## src/rtl/core/anbt_pkg.sv

```systemverilog
`timescale 1ns / 1ps

package anbt_pkg;

   // Table geometry: one slot is always kept free, so at most TABLE_SIZE-1 entries live.
   localparam int TABLE_SIZE = 8;
   localparam int IDX_W      = $clog2(TABLE_SIZE);
   localparam int CNT_W      = $clog2(TABLE_SIZE + 1);
   localparam logic [CNT_W-1:0] MAX_ENTRIES = CNT_W'(TABLE_SIZE - 1);

   // Payload widths.
   localparam int BYTE_W  = 8;
   localparam int STAMP_W = 32;

   // Identifier reported when no entry is nearer than the far value.
   localparam logic [BYTE_W-1:0] NONE_ID = 8'd100;

   // Configuration register indexes and reset values.
   localparam int CSR_IDX_W = 2;
   localparam logic [CSR_IDX_W-1:0] CSR_AGE_LIMIT      = 2'd0;
   localparam logic [CSR_IDX_W-1:0] CSR_FAR_THRESHOLD  = 2'd1;
   localparam logic [CSR_IDX_W-1:0] CSR_FAR_VALUE      = 2'd2;
   localparam logic [CSR_IDX_W-1:0] CSR_BLOCK_DISTANCE = 2'd3;

   localparam logic [BYTE_W-1:0] RST_AGE_LIMIT      = 8'd64;
   localparam logic [BYTE_W-1:0] RST_FAR_THRESHOLD  = 8'd70;
   localparam logic [BYTE_W-1:0] RST_FAR_VALUE      = 8'd90;
   localparam logic [BYTE_W-1:0] RST_BLOCK_DISTANCE = 8'd60;

   // One neighbor entry as held in the table.
   typedef struct packed {
      logic [BYTE_W-1:0]  ident;
      logic [BYTE_W-1:0]  distance;
      logic [BYTE_W-1:0]  status;
      logic [BYTE_W-1:0]  flagbyte;
      logic [STAMP_W-1:0] stamp;
   } entry_type;

   // Compare results of the shared evaluation unit for the entry being read.
   typedef struct packed {
      logic id_hit;
      logic stale;
      logic closer;
      logic blocks;
   } eval_type;

endpackage

```

## src/rtl/core/anbt_eval.sv

```systemverilog
`timescale 1ns / 1ps

module anbt_eval
   import anbt_pkg::*;
(
   input  entry_type          entry,
   input  logic [BYTE_W-1:0]  key_id,
   input  logic [STAMP_W-1:0] now_time,
   input  logic [BYTE_W-1:0]  age_limit,
   input  logic [BYTE_W-1:0]  best_dist,
   input  logic [BYTE_W-1:0]  block_distance,
   output eval_type           res
);

   logic [STAMP_W-1:0] age;

   // Age wraps with the time counter, so a plain modular subtract is right.
   assign age = now_time - entry.stamp;

   always_comb begin
      res.id_hit = (entry.ident == key_id);
      res.stale  = (age > {{(STAMP_W-BYTE_W){1'b0}}, age_limit});
      res.closer = (entry.distance < best_dist);
      res.blocks = (entry.status != '0) && (entry.flagbyte == '0) &&
                   (entry.distance < block_distance);
   end

endmodule

```

## config.mk

```make
export PLATFORM = sky130hd
export DESIGN_NAME = anbt_eval
export DESIGN_NICKNAME = d
export VERILOG_FILES = /design/src/rtl/core/anbt_pkg.sv /design/src/rtl/core/anbt_eval.sv
export SDC_FILE = /design/constraint.sdc
export NUM_CORES = 1
export LEC_CHECK = 0
export ABC_AREA = 1
export BUFFER_PORTS_ARGS = -buffer_cell sky130_fd_sc_hd__buf_4
export CORE_ASPECT_RATIO = 1.2
export CORE_MARGIN = 10
export CORE_UTILIZATION = 40
export DETAILED_ROUTE_END_ITERATION = 10
export PLACE_DENSITY = 0.66
export REMOVE_ABC_BUFFERS = 1
export SLEW_MARGIN = 20
export SYNTH_ARGS = -nofsm -noshare
export SYNTH_HDL_FRONTEND = slang
export SYNTH_SLANG_ARGS = --single-unit
```

## constraint.sdc

```tcl
create_clock -name vclk -period 2.1
set_clock_uncertainty 0.15 [all_clocks]
set_input_delay 0 -clock vclk [all_inputs]
set_output_delay 0 -clock vclk [all_outputs]
set_load 0.02 [all_outputs]
```

---- Word-level counts from Yosys, hierarchy flattened ----
Index checks and enable logic that the tools add are counted.
cells by class
  add/sub/neg operators ................... 1
  order comparisons ....................... 3
  eq/ne operators ......................... 1
  reduce and logical (&&, ||, !) cells .... 4
operators by type and width
  kind               number
  $gt 32x8->1        1
  $sub 32x32->32     1
  $lt 8x8->1         2
  $eq 8x8->1         1
  $logic_not 8->1    1
  $reduce_bool 8->1  1
  $logic_and 1x1->1  2
word-level totals
  flip-flop bits (word level) ............. 0
  input port bits ......................... 128
  output and inout bits ................... 4
  word-level logic and storage cells ...... 9

---- Longest topological paths before layout ----
  word-level depth ........................ 3
  depth in mapped cells ................... 22
  depth with buffers taken out ............ 22

---- Worst setup path after synthesis ----
No wires, ideal clock.
  path type ............................... input-to-output
  start point ............................. in now_time[0]
  end point ............................... out res[2] (netlist bit)
  arrival ................................. 2136 ps
  setup slack ............................. -186 ps
  cell stages on the path ................. 19
  buffers on the path ..................... 0
  cells stage by stage .................... inv_1 -> ha_1 -> fa_1 -> inv_1 -> nand2_1 -> a21oi_1 -> xor2_1 -> ha_1 -> nand2_1 -> nor2_1 -> nand4_1 -> nand2_1 -> nand3_1 -> nor2_1 -> nand2_1 -> nor2_1 -> nand3_1 -> nor2_1 -> nand2_1
RTL lines
  item             line             text
  start, declared  anbt_eval.sv:8   input logic [STAMP_W-1:0] now_time,
  end, declared    anbt_eval.sv:12  output eval_type res

==> results_dict.tcl <==
set metrics [dict create \
    status "finished with violations" \
    io_buffers 132 \
    syn_inst 659 \
    placed_cell_area_sq_mm 0.00471 \
    drc 0 \
    synth_top_family_by_area "simple AND/OR/NAND/NOR gates" \
    tightest_slew_ns 0.395 \
    hold_class "input pin to primary output" \
    seq_area_frac_synth_pct 0 \
    p_leak_nw 3.08 \
    gr-usage-all-layers_pct 18.4 \
    ant_nets 0 \
    synth_area_per_cell_sq_um 5.06 \
    p_per_area_mw_per_mm2 258 \
    drt-met1-wl_microns 4460 \
    die_area_sq_mm 0.0124 \
    hold_path_depth 5 \
    grt_pass1_wl_microns 19200 \
    die_h_microns 120 \
    syn2layout_area_growth_pct 47.1 \
    drt-pass1-iter-count 4 \
    grt.overflow.total 0 \
    rows 36 \
    fin_util_pct 60.5 \
    synth-compound-area-share_pct 8.22 \
    multi_input_area_sq_mm 0.00286 \
    coreArea_sq_mm 0.00811 \
    power_mw 1.26 \
    intPower_mw 0.592 \
    violations "negative setup slack" \
    start_kind "input pin" \
    switching_power_mw 0.671 \
    antenna_found_initial 0 \
    clock.fmax_mhz 389 \
    slew_headroom_pct 73.0 \
    ys_warn_count 0 \
    finalSetupTns_ns -0.470 \
    cp_max_fo 4 \
    p_seq_share_pct 0 \
    via_per_inst 4.74 \
    gp_congestion 1.01 \
    synth-xor-area-share_pct 3.68 \
    initial_core_util_pct 41.1 \
    wl_met3_microns 386 \
    muxShareOfSynthArea_pct 0 \
    io_pins 132 \
    finalSetupViolations 1 \
    p_clk_share_pct 0 \
    wl_microns 11800 \
    die_w_microns 103 \
    highest_layer "met4" \
    worstSetupPathType "input pin to primary output" \
    diodes 0 \
    slew_violations 0 \
    syn-cell-area_sq_mm 0.00333 \
    cap_violations 0 \
    mostFrequentLayoutCells "nand2_1, buf_4, inv_1" \
    nFlopsAndLatches 0 \
    yosys.area_share.adder_pct 20.5 \
    drt_iter0_drc 151 \
    post-route-period-util_pct 122 \
    finalNetCount 1014 \
    grt_max_degree 7 \
    regArea_sq_um 0 \
    layout_setup_ws_ns -0.470 \
    power_switching_share_pct 53.1 \
    rsz0062_at_grt "true" \
    layout-drive-gt1-share_pct 28.3 \
    dpl.hpwl_microns 10700 \
    hold_viol 0 \
    pre_cts_slack_ns -0.633 \
    vias 4389 \
    layout_commonest_cell "nand2_1" \
    final.min_clock_period_ns 2.57 \
    crit_required_ns 1.95 \
    cp_data_arrival_time_ns 2.42 \
    synth_simple_gate_area_share_pct 48.8 \
    fill_cells 835 \
    cp-end-kind "primary output" \
    grt_pass1_vias 4444 \
    met2WireLength_microns 6610 \
    clockBufferCount 0 \
    comb_power_share_pct 100.0 \
    fin_area_sq_mm 0.00490 \
    wl_per_cell_microns 12.7 \
    yosysUniqueCellTypes 29 \
    irDropWorstVdd_mv 0.107 \
]
timing repair:
item / CTS / global route
pin swaps: 16 / 22
gates resized for setup: 14 / 25
hold buffers: 0 / 0
buffers inserted: 1 / 2
setup endpoints to repair: 1 / 1
logic make-up after synthesis:
logic type | Yosys count
AO/OA/AOI/OAI | 50
XOR/XNOR | 14
adder cells (fa/ha/maj) | 54
buffers and inverters | 167
AND/OR/NAND/NOR | 374
routing by layer:
metal | vias up | track usage, %
li1 | 2352 | -
met1 | 1919 | 18.4
met2 | 98 | 38.3
met3 | 20 | 1.38
met4 | 0 | 4.18
met5 | - | 0
cells in the mapped netlist, types with 3 or more instances:
cell	count	area [sq um]
a21oi_1	34	170
ha_1	53	663
inv_1	163	612
inv_2	4	15.0
nand2_1	228	856
nand2_2	16	100
nand3_1	29	145
nand3_2	3	30.0
nand3b_1	8	60.1
nand4_1	13	81.3
nor2_1	60	225
nor2_2	3	18.8
nor4_1	5	31.3
o21ai_0	7	35.0
xnor2_1	6	52.6
xor2_1	8	70.1
through the flow:
stage               cells  hold WS [ns]
floorplan             659        0.0387
global placement      922         0.220
detailed placement    922         0.230
CTS                   923         0.233
global route          925         0.262
finish                925         0.229
path summary, 6_finish.rpt:
| path | from | end |
|---|---|---|
| max | entry[2] | res[2] |
| min | entry[38] | res[0] |
worst max-delay path, stage by stage:
cell and delay, ns:
buf_4 0.11, inv_2 0.06, ha_4 0.21, buf_4 0.15, nand2_1 0.08, nor2_2 0.05
nand2_1 0.07, nand3_2 0.11, xor2_1 0.18, ha_1 0.29, nand2_2 0.08, nor2_4 0.11
nand4_1 0.11, nand2_1 0.09, nand3_1 0.07, nor2_1 0.09, nand2_1 0.07, nor2_2 0.10
nand3_2 0.08, nor2_1 0.10, nand2_1 0.07, buf_6 0.13
power by group through the flow:
stage | Clock [mW] | Combinational [mW] | Sequential [mW]
CTS | 0 | 1.21 | 0
detailed placement | 0 | 1.18 | 0
global placement | 0 | 1.16 | 0
finish | 0 | 1.26 | 0
global route | 0 | 1.42 | 0
floorplan | 0 | 0.702 | 0
area by class of cell:
| type | count | share of cell area [%] |
|---|---|---|
| Inverter | 167 | 12.8 |
| Tap cell | 95 | 2.42 |
| Multi-Input combinational cell | 492 | 58.3 |
| Timing Repair Buffer | 171 | 26.4 |
No activity file was read; power rests on OpenSTA's default activity.
