**src/rtl/core/anbt_store.sv**
```systemverilog
`timescale 1ns / 1ps

module anbt_store #(
   parameter int WIDTH = 8,
   parameter int DEPTH = 8
) (
   input  logic                     clock,
   input  logic                     wr_en,
   input  logic [$clog2(DEPTH)-1:0] wr_addr,
   input  logic [WIDTH-1:0]         wr_data,
   input  logic [$clog2(DEPTH)-1:0] rd_addr,
   output logic [WIDTH-1:0]         rd_data
);

   // Storage is not reset; the user only reads locations it has written.
   logic [WIDTH-1:0] mem_ff [DEPTH];
   logic [WIDTH-1:0] rd_data_ff;

   // One write port and one registered read port; a read returns the old data
   // when both ports hit the same location in the same cycle.
   always_ff @(posedge clock) begin
      if (wr_en) begin
         mem_ff[wr_addr] <= wr_data;
      end
      rd_data_ff <= mem_ff[rd_addr];
   end

   assign rd_data = rd_data_ff;

endmodule

```
**config.mk**
```make
export PLATFORM = sky130hd
export DESIGN_NAME = anbt_store
export DESIGN_NICKNAME = d
export VERILOG_FILES = /design/src/rtl/core/anbt_store.sv
export SDC_FILE = /design/constraint.sdc
export NUM_CORES = 1
export LEC_CHECK = 0
export BUFFER_PORTS_ARGS = -buffer_cell sky130_fd_sc_hd__buf_2
export CAP_MARGIN = 40
export CORE_UTILIZATION = 45
export DETAILED_ROUTE_END_ITERATION = 16
export GPL_TIMING_DRIVEN = 0
export PLACE_DENSITY_LB_ADDON = 0.25
export SYNTH_ARGS = -nofsm -noshare
export SYNTH_HDL_FRONTEND = slang
export SYNTH_SLANG_ARGS = --single-unit
```
**constraint.sdc**
```tcl
create_clock -name clock -period 2.16 [get_ports clock]
set_input_delay 0.108 -clock clock [delete_from_list [all_inputs] [get_ports clock]]
set_output_delay 0.108 -clock clock [all_outputs]
set_load 0.05 [all_outputs]
```
---- Word-level counts from Yosys, hierarchy flattened ----
Memories as Yosys holds them, arrays and structs flattened. A register that Yosys moved wholly into a read port is not among the register bits.
Cells that the tools add are included.
storage, ports and cells
  flip-flop bits (word level) ............. 0
  bits in latches ......................... 0
  bits in writable memories ............... 64
  bits in read-only memories .............. 0
  bits of input ports ..................... 16
  output and inout bits ................... 8
  memories kept ........................... 1
memory list
  memory  words  width  rd ports  clocked after memory_dff  write ports  line  RTL
  mem_ff  8      8      1         1                         1            16    logic [WIDTH-1:0] mem_ff [DEPTH];
operators by class
  add/sub/neg operators ................... 0
  multiply operators ...................... 0
  divide/modulo/power cells ............... 0
  order comparisons ....................... 0
  equal/unequal tests ..................... 0
  shift operators ......................... 0
  multiplexer cells ....................... 2
  bitwise logic cells ..................... 0
  reduce and logical (&&, ||, !) cells .... 0
operators with widths
  kind              number
  2-to-1 mux 1 bit  2

---- Logic depth before layout (Yosys ltp) ----
Gate-level depths: netlist of run 1.
  depth after elaboration ................. 2
  mapped depth ............................ 4
  mapped depth without buffers ............ 2

---- Worst setup path after synthesis of run 1 ----
Ideal clock, no wire load.
  path kind ............................... input to register
  start ................................... input port wr_addr[2]
  end ..................................... memory mem_ff[0][0], enable pin
  arrival ................................. 885 ps
  setup slack ............................. 891 ps
  cell stages on the path ................. 2
  path buffers ............................ 0
  cell sequence ........................... nand2b_1 nor3_1
RTL lines
  item                line  RTL
  start: declaration  9     input logic [$clog2(DEPTH)-1:0] wr_addr,
  end: declaration    16
No word-level cell before the write port.

==> impl_metrics.yaml, run 1 <==
sta:
  max-slew-margin-rel_pct: 42.1
  fmax_mhz: 786
  setup_viol: 0
  rsz0062_at_grt: "false"
  fin_crit_sh_pct: 58.9
  worst_pin_slew_ns: 0.866
  slew_violations: 0
  period_needed_ns: 1.27
  finalClockSkew_ns: 0.00370
  finalWorstSetupSlack_ns: 0.887
  setup_tns_ns: 0
  hold_viol_final: 0
power:
  power_leakage_nw: 1.07
  pwr_density_cell_nw_per_um2: 865
  ir_drop_uv: 454
  clkPwrFrac_pct: 32.8
  switching_share_pct: 21.8
  pwr-share-seq_pct: 59.4
  p_switching_mw: 0.581
  p_int_mw: 2.08
  combPwrFrac_pct: 7.8
  power_mw: 2.66
clock_network:
  post_cts_buffers: 0
  numCtsBuffers: 9
  clk-insertion-delay-late_ns: 0.32
  h-tree-depth: 3
  clk_pin_slew_worst_paths_ns: 0.07
  hold_buffers: 0
  clock_sinks: 72
  cts_root_buf: "clkbuf_8"
  cts_resized: 0
  clock_path_buffers: 2
  cts_tree: "done"
synthesis:
  ys_seq_area_share_pct: 77.4
  synth_area_um2: 2690
  yosys.area_share.adder_pct: 0
  synth-warning-count: 0
  ys_ff_latch: 72
  syn_nets: 130
  synth_compound_area_share_pct: 0
  yosysUniqueCellTypes: 14
  synth_top_family_by_area: "multiplexers"
  synth_top_area_share_pct: 71.4
  synth_area_per_cell_um2: 23.6
  synthMuxAreaShare_pct: 18.8
  yosys-top-cells-area: "edfxtp_1, mux4_1, dfxtp_1, mux2_2, mux4_2"
  synthCells: 114
  synthSimpleGateAreaFrac_pct: 2.19
  synth_xor_area_share_pct: 0
  synth_top_area_cell: "edfxtp_1"
placed_design:
  port_buffers: 20
  routabilityCongestion: 0.633
  pre_cts_slack_ns: 0.578
  postPlaceCellArea_um2: 2900
  hpwlAfterDp_mm: 2.91
floorplan:
  io_pins: 24
  initial_core_util_pct: 47.7
  die_w_um: 79.3
  die_h_um: 79.3
  num_rows: 27
  core_um2: 5640
  die_area_um2: 6290
outcome:
  status: "completed"
route:
  ant_nets: 0
  vias_per_cell: 5.37
  num_vias: 1219
  drt-initial-drc-count: 109
  drtPass1Iterations: 4
  drt_wl_total_mm: 4.41
  drc: 0
  routedWlPerCell_um: 19.4
finish:
  drive_above_1_share_pct: 31.0
  final_area_um2: 3080
  area.sequential_um2: 2080
  multi_input_area_um2: 566
  syn_to_final_growth_pct: 14.4
  diodes: 0
  finalNetCount: 166
  num-fill-cells: 445
global_route:
  grt_util_all_layers_pct: 16.2
  globalRouteOverflowTotal: 0
  grt_antenna_before_repair: 0
  grt_pass1_wl_mm: 6.87
  grt_pass1_vias: 1226
  grt_max_degree: 12
run:
  cap_violations: 0
critical_path:
  slowest_stage: "mux4_1"
  path_cells: "mux4_1 -> mux2_2"
  critical_path_class: "flop to flop"
  max_stage_delay_ns: 0.50
  cp.arrival_ns: 1.49
  cp.required_ns: 2.37
  critPathMaxFanout: 1
  crit_buf_inv: 0
  end_kind: "flop"
  cp_top_family: "multiplexers"
  start_kind: "flop"
hold_path:
  worstHoldPathType: "input pin to flop"
per-stage QoR:
| stage | util [%] | hold slack (ns) | instances |
|---|---|---|---|
| 4_1_cts | 54.3 | 0.0363 | 225 |
| 2_1_floorplan | - | 0.207 | 114 |
| 5_1_grt | 54.6 | 0.0463 | 227 |
| 3_5_place_dp | 51.4 | 0.384 | 209 |
| 6_report | 54.6 | 0.0535 | 227 |
| 3_3_place_gp | 51.1 | 0.359 | 206 |
cell usage after synthesis, drive strengths merged:
master / n
edfxtp: 64
mux4: 16
dfxtp: 8
mux2: 8
nor2: 6
buf: 4
nand2b: 3
nand2: 2
nor3: 2
clkbuf: 1
sequential cells by signal (all words and copies together) (netlist names):
name / cells
mem_ff: 64
rd_data: 8
cells in the final DEF (no fill, tap or decap):
cell,count
mux2_2,8
nor3_1,2
buf_12,1
edfxtp_1,64
clkinvlp_4,1
buf_6,1
buf_4,3
clkbuf_1,2
nand2b_1,3
clkbuf_8,10
buf_1,1
buf_2,23
mux4_1,15
dfxtp_1,8
nor2_1,6
mux4_2,1
clkinv_1,4
nand2_1,2
worst register-to-register path, stage by stage (launching register included):
cell,delay [ns]
edfxtp_1,0.38
mux4_1,0.50
mux2_2,0.28
power by group through the flow:
stage                     clock, mW  sequential (mW)  combinational (mW)
after global placement            0             1.61               0.201
after floorplan                   0             1.67              0.0841
after global routing          0.962             1.59               0.221
after CTS                     0.897             1.58               0.209
final                         0.873             1.58               0.208
after detailed placement          0             1.61               0.209
kinds of logic (layout without fill, tap and decap cells):
| logic type | count (synthesis) | after routing |
|---|---|---|
| mux | 24 | 24 |
| flops | 72 | 72 |
| buf+inv | 5 | 46 |
| simple gates | 13 | 13 |
final timing paths:
kind,to,startpoint,cells past startpoint,slack (ns)
setup / recovery,rd_data[7]$_DFF_P_,mem_ff[3][7]$_DFFE_PP_,2,0.89
hold / removal,mem_ff[5][5]$_DFFE_PP_,wr_data[5],1,0.05
setup reg to reg,rd_data[7]$_DFF_P_,mem_ff[3][7]$_DFFE_PP_,2,0.89
hold reg to reg,rd_data[3]$_DFF_P_,mem_ff[0][3]$_DFFE_PP_,2,0.68
metal layers:
metal	wire length, um	global-route usage (%)	vias up
met5	0	0	-
met3	140	3.79	4
met2	2270	25.9	30
met1	1970	20.8	627
met4	41	7.64	0
li1	-	-	558
area by class of cell:
class                      instances  share of cell area, %
buffer                             5                   1.42
clock buffer                      11                   4.59
clock inverter                     5                  0.732
multi-input combinational         37                   18.4
sequential                        72                   67.6
tap                               72                   2.93
timing repair buffer              25                   4.31
Note: power is estimated with default switching activity, not from simulation.
==> run 2: changes to the inputs <==
Clock period 2.16 ns to 1.29 ns, I/O delays scaled along.
==> run 2 against run 1 <==
Against the previous run: clock-buffer cell count stayed put; register-to-register slack got worse by 0.87 ns; sequential cell count unchanged.
==> impl_metrics.yaml, run 2 (synthesis gave the netlist of run 1 again) <==
critical_path:
  critical_path_class: "flop to flop"
  start_kind: "flop"
  max_stage_delay_ns: 0.50
  cp_top_family: "multiplexers"
  cp.arrival_ns: 1.48
  cp.required_ns: 1.50
  end_kind: "flop"
  crit_buf_inv: 0
  rr_worst_depth: 2
  path_cells: "mux4_1 -> mux2_2"
  slowest_stage: "mux4_1"
  critPathMaxFanout: 1
  critical_path_depth: 2
clock_network:
  clock_path_buffers: 2
  clock_sinks: 72
  cts_root_buf: "clkbuf_8"
  cts_tree: "done"
  numCtsBuffers: 9
  h-tree-depth: 3
  post_cts_buffers: 0
  clk_pin_slew_worst_paths_ns: 0.07
  clk-insertion-delay-late_ns: 0.32
global_route:
  grt_antenna_before_repair: 0
  grt_max_degree: 12
  grt_pass1_wl_mm: 7.00
  busiest_layer: "met2"
  grt_pass1_vias: 1257
  grt_util_all_layers_pct: 16.5
  globalRouteOverflowTotal: 0
  met2_usage_pct: 26.8
  grt_use_met3_pct: 3.79
  use_met1_pct: 21.0
floorplan:
  initial_core_util_pct: 47.7
  num_rows: 27
  die_w_um: 79.3
  die_h_um: 79.3
  io_pins: 24
  core_um2: 5640
  die_area_um2: 6290
route:
  ant_nets: 0
  drt-initial-drc-count: 102
  vias_per_cell: 5.31
  routedWlPerCell_um: 19.5
  drc: 0
  drt_wl_total_mm: 4.51
  drtPass1Iterations: 4
  num_vias: 1226
sta:
  fin_crit_sh_pct: 98.4
  hold_viol_final: 0
  worst_pin_slew_ns: 0.873
  setup_viol: 0
  hold-worst-slack_ns: 0.0165
  rsz0062_at_grt: "false"
  max-slew-margin-rel_pct: 41.6
  fmax_mhz: 788
  finalClockSkew_ns: 0.00396
  slew_violations: 0
  period_needed_ns: 1.27
finish:
  finalNetCount: 170
  syn_to_final_growth_pct: 14.9
  top_register: "mem_ff"
  largest_reg_flops: 64
  final_common_cell: "edfxtp_1"
  diodes: 0
  layout_common_cells: "edfxtp_1, buf_2, clkbuf_8"
  drive_above_1_share_pct: 34.6
power:
  power_leakage_nw: 1.06
  power_mw: 4.48
  ir_drop_uv: 763
  pwr_density_cell_nw_per_um2: 1450
  pwr-share-seq_pct: 59.2
  switching_share_pct: 21.9
  combPwrFrac_pct: 8.0
  p_switching_mw: 0.980
  clkPwrFrac_pct: 32.7
  p_int_mw: 3.50
placed_design:
  hpwlAfterDp_mm: 2.91
  routabilityCongestion: 0.633
  port_buffers: 20
run:
  cap_violations: 0
hold_path:
  worstHoldPathType: "input pin to flop"
  hold_depth: 1
outcome:
  status: "completed"
[run 2: cell count changes in the layout (fill, tap and decap cells not counted), sizes merged]
| cell | delta |
|---|---|
| dlygate4sd3 | +4 |
[run 2: layer usage]
metal / vias to the layer above / wire (um)
met3: 4 / 131
met5: - / 0
li1: 559 / -
met1: 636 / 1990
met4: 0 / 40
met2: 27 / 2350
[run 2: cell type report]
class,count,area (um2)
fill,448,2550
sequential,72,2080
multi-input combinational,37,539
timing repair buffer,29,173
clock buffer,11,141
tap,72,90.1
buffer,5,43.8
clock inverter,5,22.5
[run 2: what timing repair did]
action / 4_1_cts / 5_1_grt
endpoints found under the setup margin: 0 / 6
hold endpoints to repair: 26 / 0
resized for setup: 0 / 7
hold buffers: 4 / 0
[run 2: path summary, 6_finish.rpt]
| check | from | slack [ns] | endpoint |
|---|---|---|---|
| setup / recovery | mem_ff[3][7]$_DFFE_PP_ | 0.02 | rd_data[7]$_DFF_P_ |
| hold reg to reg | mem_ff[0][1]$_DFFE_PP_ | 0.68 | rd_data[1]$_DFF_P_ |
| setup reg to reg | mem_ff[3][7]$_DFFE_PP_ | 0.02 | rd_data[7]$_DFF_P_ |
| hold / removal | wr_data[4] | 0.02 | mem_ff[7][4]$_DFFE_PP_ |
[run 2: worst register-to-register path, stage by stage (launching register included)]
cell      delay, ns
edfxtp_1       0.38
mux4_1         0.50
mux2_2         0.28
[run 2: per-stage QoR]
step	std cells	util, %	setup slack [ns]	cell area (um2)	setup TNS (ns)
after CTS	229	55.0	0.00891	3100	0
after global placement	206	51.1	-0.462	2880	-12.91
after floorplan	114	-	0.0650	2690	0
final	231	54.8	0.0203	3090	0
after global routing	231	54.8	0.00456	3090	0
after detailed placement	209	51.4	-0.249	2900	-10.66
[run 2: power groups by stage]
| stage | clock network (mW) | registers [mW] | logic (mW) |
|---|---|---|---|
| 2_1_floorplan | 0 | 2.79 | 0.141 |
| 3_3_place_gp | 0 | 2.70 | 0.337 |
| 3_5_place_dp | 0 | 2.70 | 0.349 |
| 4_1_cts | 1.50 | 2.65 | 0.359 |
| 5_1_grt | 1.61 | 2.66 | 0.385 |
| 6_report | 1.47 | 2.65 | 0.360 |
==> run 3: changes to the inputs <==
Settings changed: SETUP_SLACK_MARGIN set to 0.15.
==> run 3 against run 2 <==
Against the previous run: utilization increased by 0.95 points; register-to-register slack improved by 0.04 ns; fmax up 3.1%; non-clock buffer count is 3 higher; via count increased by 2.2%; die area unchanged; final cell count grew 1.3%; sequential power is essentially flat; critical endpoint is now rd_data[1]$_DFF_P_; design area grew 1.7%; clock-buffer cell count increased by 1; sequential cell count unchanged.
==> impl_metrics.yaml, run 3 (synthesis gave the netlist of run 1 again) <==
global_route:
  grt_antenna_before_repair: 0
  grt_pass1_wl_mm: 7.13
  globalRouteOverflowTotal: 0
  grt_util_all_layers_pct: 17.1
  grt_max_degree: 13
  grt_pass1_vias: 1293
power:
  pwr_density_cell_nw_per_um2: 1490
  power_mw: 4.70
  power_leakage_nw: 1.07
  ir_drop_uv: 702
clock_network:
  numCtsBuffers: 9
  post_cts_buffers: 0
  clock_path_buffers: 2
  cts_root_buf: "clkbuf_8"
  h-tree-depth: 3
  clock_sinks: 72
  cts_tree: "done"
  clk-insertion-delay-late_ns: 0.34
  clk_pin_slew_worst_paths_ns: 0.08
finish:
  multi_input_area_um2: 536
  diodes: 0
  syn_to_final_growth_pct: 16.9
  top_register: "mem_ff"
  area.sequential_um2: 2080
  largest_reg_flops: 64
  final_cells: 234
  layout_common_cells: "edfxtp_1, buf_2, mux4_2"
  final_common_cell: "edfxtp_1"
  drive_above_1_share_pct: 42.0
  finalNetCount: 173
  num-fill-cells: 445
critical_path:
  critical_path_class: "flop to flop"
  cp.required_ns: 1.52
  critPathMaxFanout: 1
  end_kind: "flop"
  cp.arrival_ns: 1.46
  start_kind: "flop"
floorplan:
  die_h_um: 79.3
  die_area_um2: 6290
  die_w_um: 79.3
  num_rows: 27
  core_um2: 5640
  io_pins: 24
  initial_core_util_pct: 47.7
run:
  cap_violations: 0
route:
  routedWlPerCell_um: 20.0
  drt-initial-drc-count: 56
  num_vias: 1253
  vias_per_cell: 5.35
  drt_wl_total_mm: 4.67
  drtPass1Iterations: 4
  ant_nets: 0
  drc: 0
sta:
  finalClockSkew_ns: 0.00690
  worst_pin_slew_ns: 0.828
  max-slew-margin-rel_pct: 44.6
  hold_viol_final: 0
  setup_viol: 0
  period_needed_ns: 1.23
  fin_crit_sh_pct: 95.5
  fmax_mhz: 812
  rsz0062_at_grt: "true"
  slew_violations: 0
placed_design:
  port_buffers: 20
  routabilityCongestion: 0.665
  placed_cells: 211
  hpwlAfterDp_mm: 2.86
hold_path:
  worstHoldPathType: "input pin to flop"
outcome:
  status: "completed"
## run 3: repair_timing
action | in CTS | in global routing
hold buffers | 7 | 0
gates resized for setup | 18 | 3
endpoints found under the setup margin | 8 | 25
endpoints found under the hold margin | 56 | 0
pin swaps | 0 | 0
## run 3: critical path, stage by stage (launching register included)
cell and delay (ns):
edfxtp_1 0.38, mux4_2 0.46, mux2_4 0.28
## run 3: area by class of cell
class / count / share of cell area (%)
buffer: 5 / 1.55
clock buffer: 12 / 4.30
clock inverter: 4 / 1.47
multi-input combinational: 37 / 17.0
sequential: 72 / 66.2
tap: 72 / 2.86
timing repair buffer: 32 / 6.60
## run 3: power by group
part | internal [mW] | switching, mW | total [mW]
Combinational | 0.158 | 0.230 | 0.387
Sequential | 2.63 | 0.0207 | 2.65
Clock | 0.886 | 0.771 | 1.66
Total | 3.67 | 1.02 | 4.70
## run 3: stage by stage
stage          utilization [%]  TNS, ns  setup slack, ns  hold WS (ns)  area (um2)
2_1_floorplan                -        0           0.0951         0.163        2700
3_3_place_gp              51.2   -11.74           -0.433         0.315        2890
3_5_place_dp              51.9    -7.42           -0.308         0.337        2930
4_1_cts                   55.5        0           0.0578       0.00232        3130
5_1_grt                   55.8        0           0.0319        0.0142        3150
6_report                  55.8        0           0.0583        0.0197        3150
## run 3: worst paths after layout
check,startpoint,endpoint,slack [ns],cells past startpoint
worst min-delay path,wr_data[4],mem_ff[6][4]$_DFFE_PP_,0.02,1
worst max register to register,mem_ff[2][1]$_DFFE_PP_,rd_data[1]$_DFF_P_,0.06,2
worst min register to register,mem_ff[5][4]$_DFFE_PP_,rd_data[4]$_DFF_P_,0.69,2
worst max-delay path,mem_ff[2][1]$_DFFE_PP_,rd_data[1]$_DFF_P_,0.06,2
## run 3: layer usage
layer  GRT usage [%]  share of wire (%)  wire [um]  up-vias
met5               0                  0          0        -
li1                -                  -          -      556
met4            10.4                2.8        129        0
met3            4.14                4.0        186       11
met2            25.9                 49       2290       37
met1            22.4                 44       2070      649
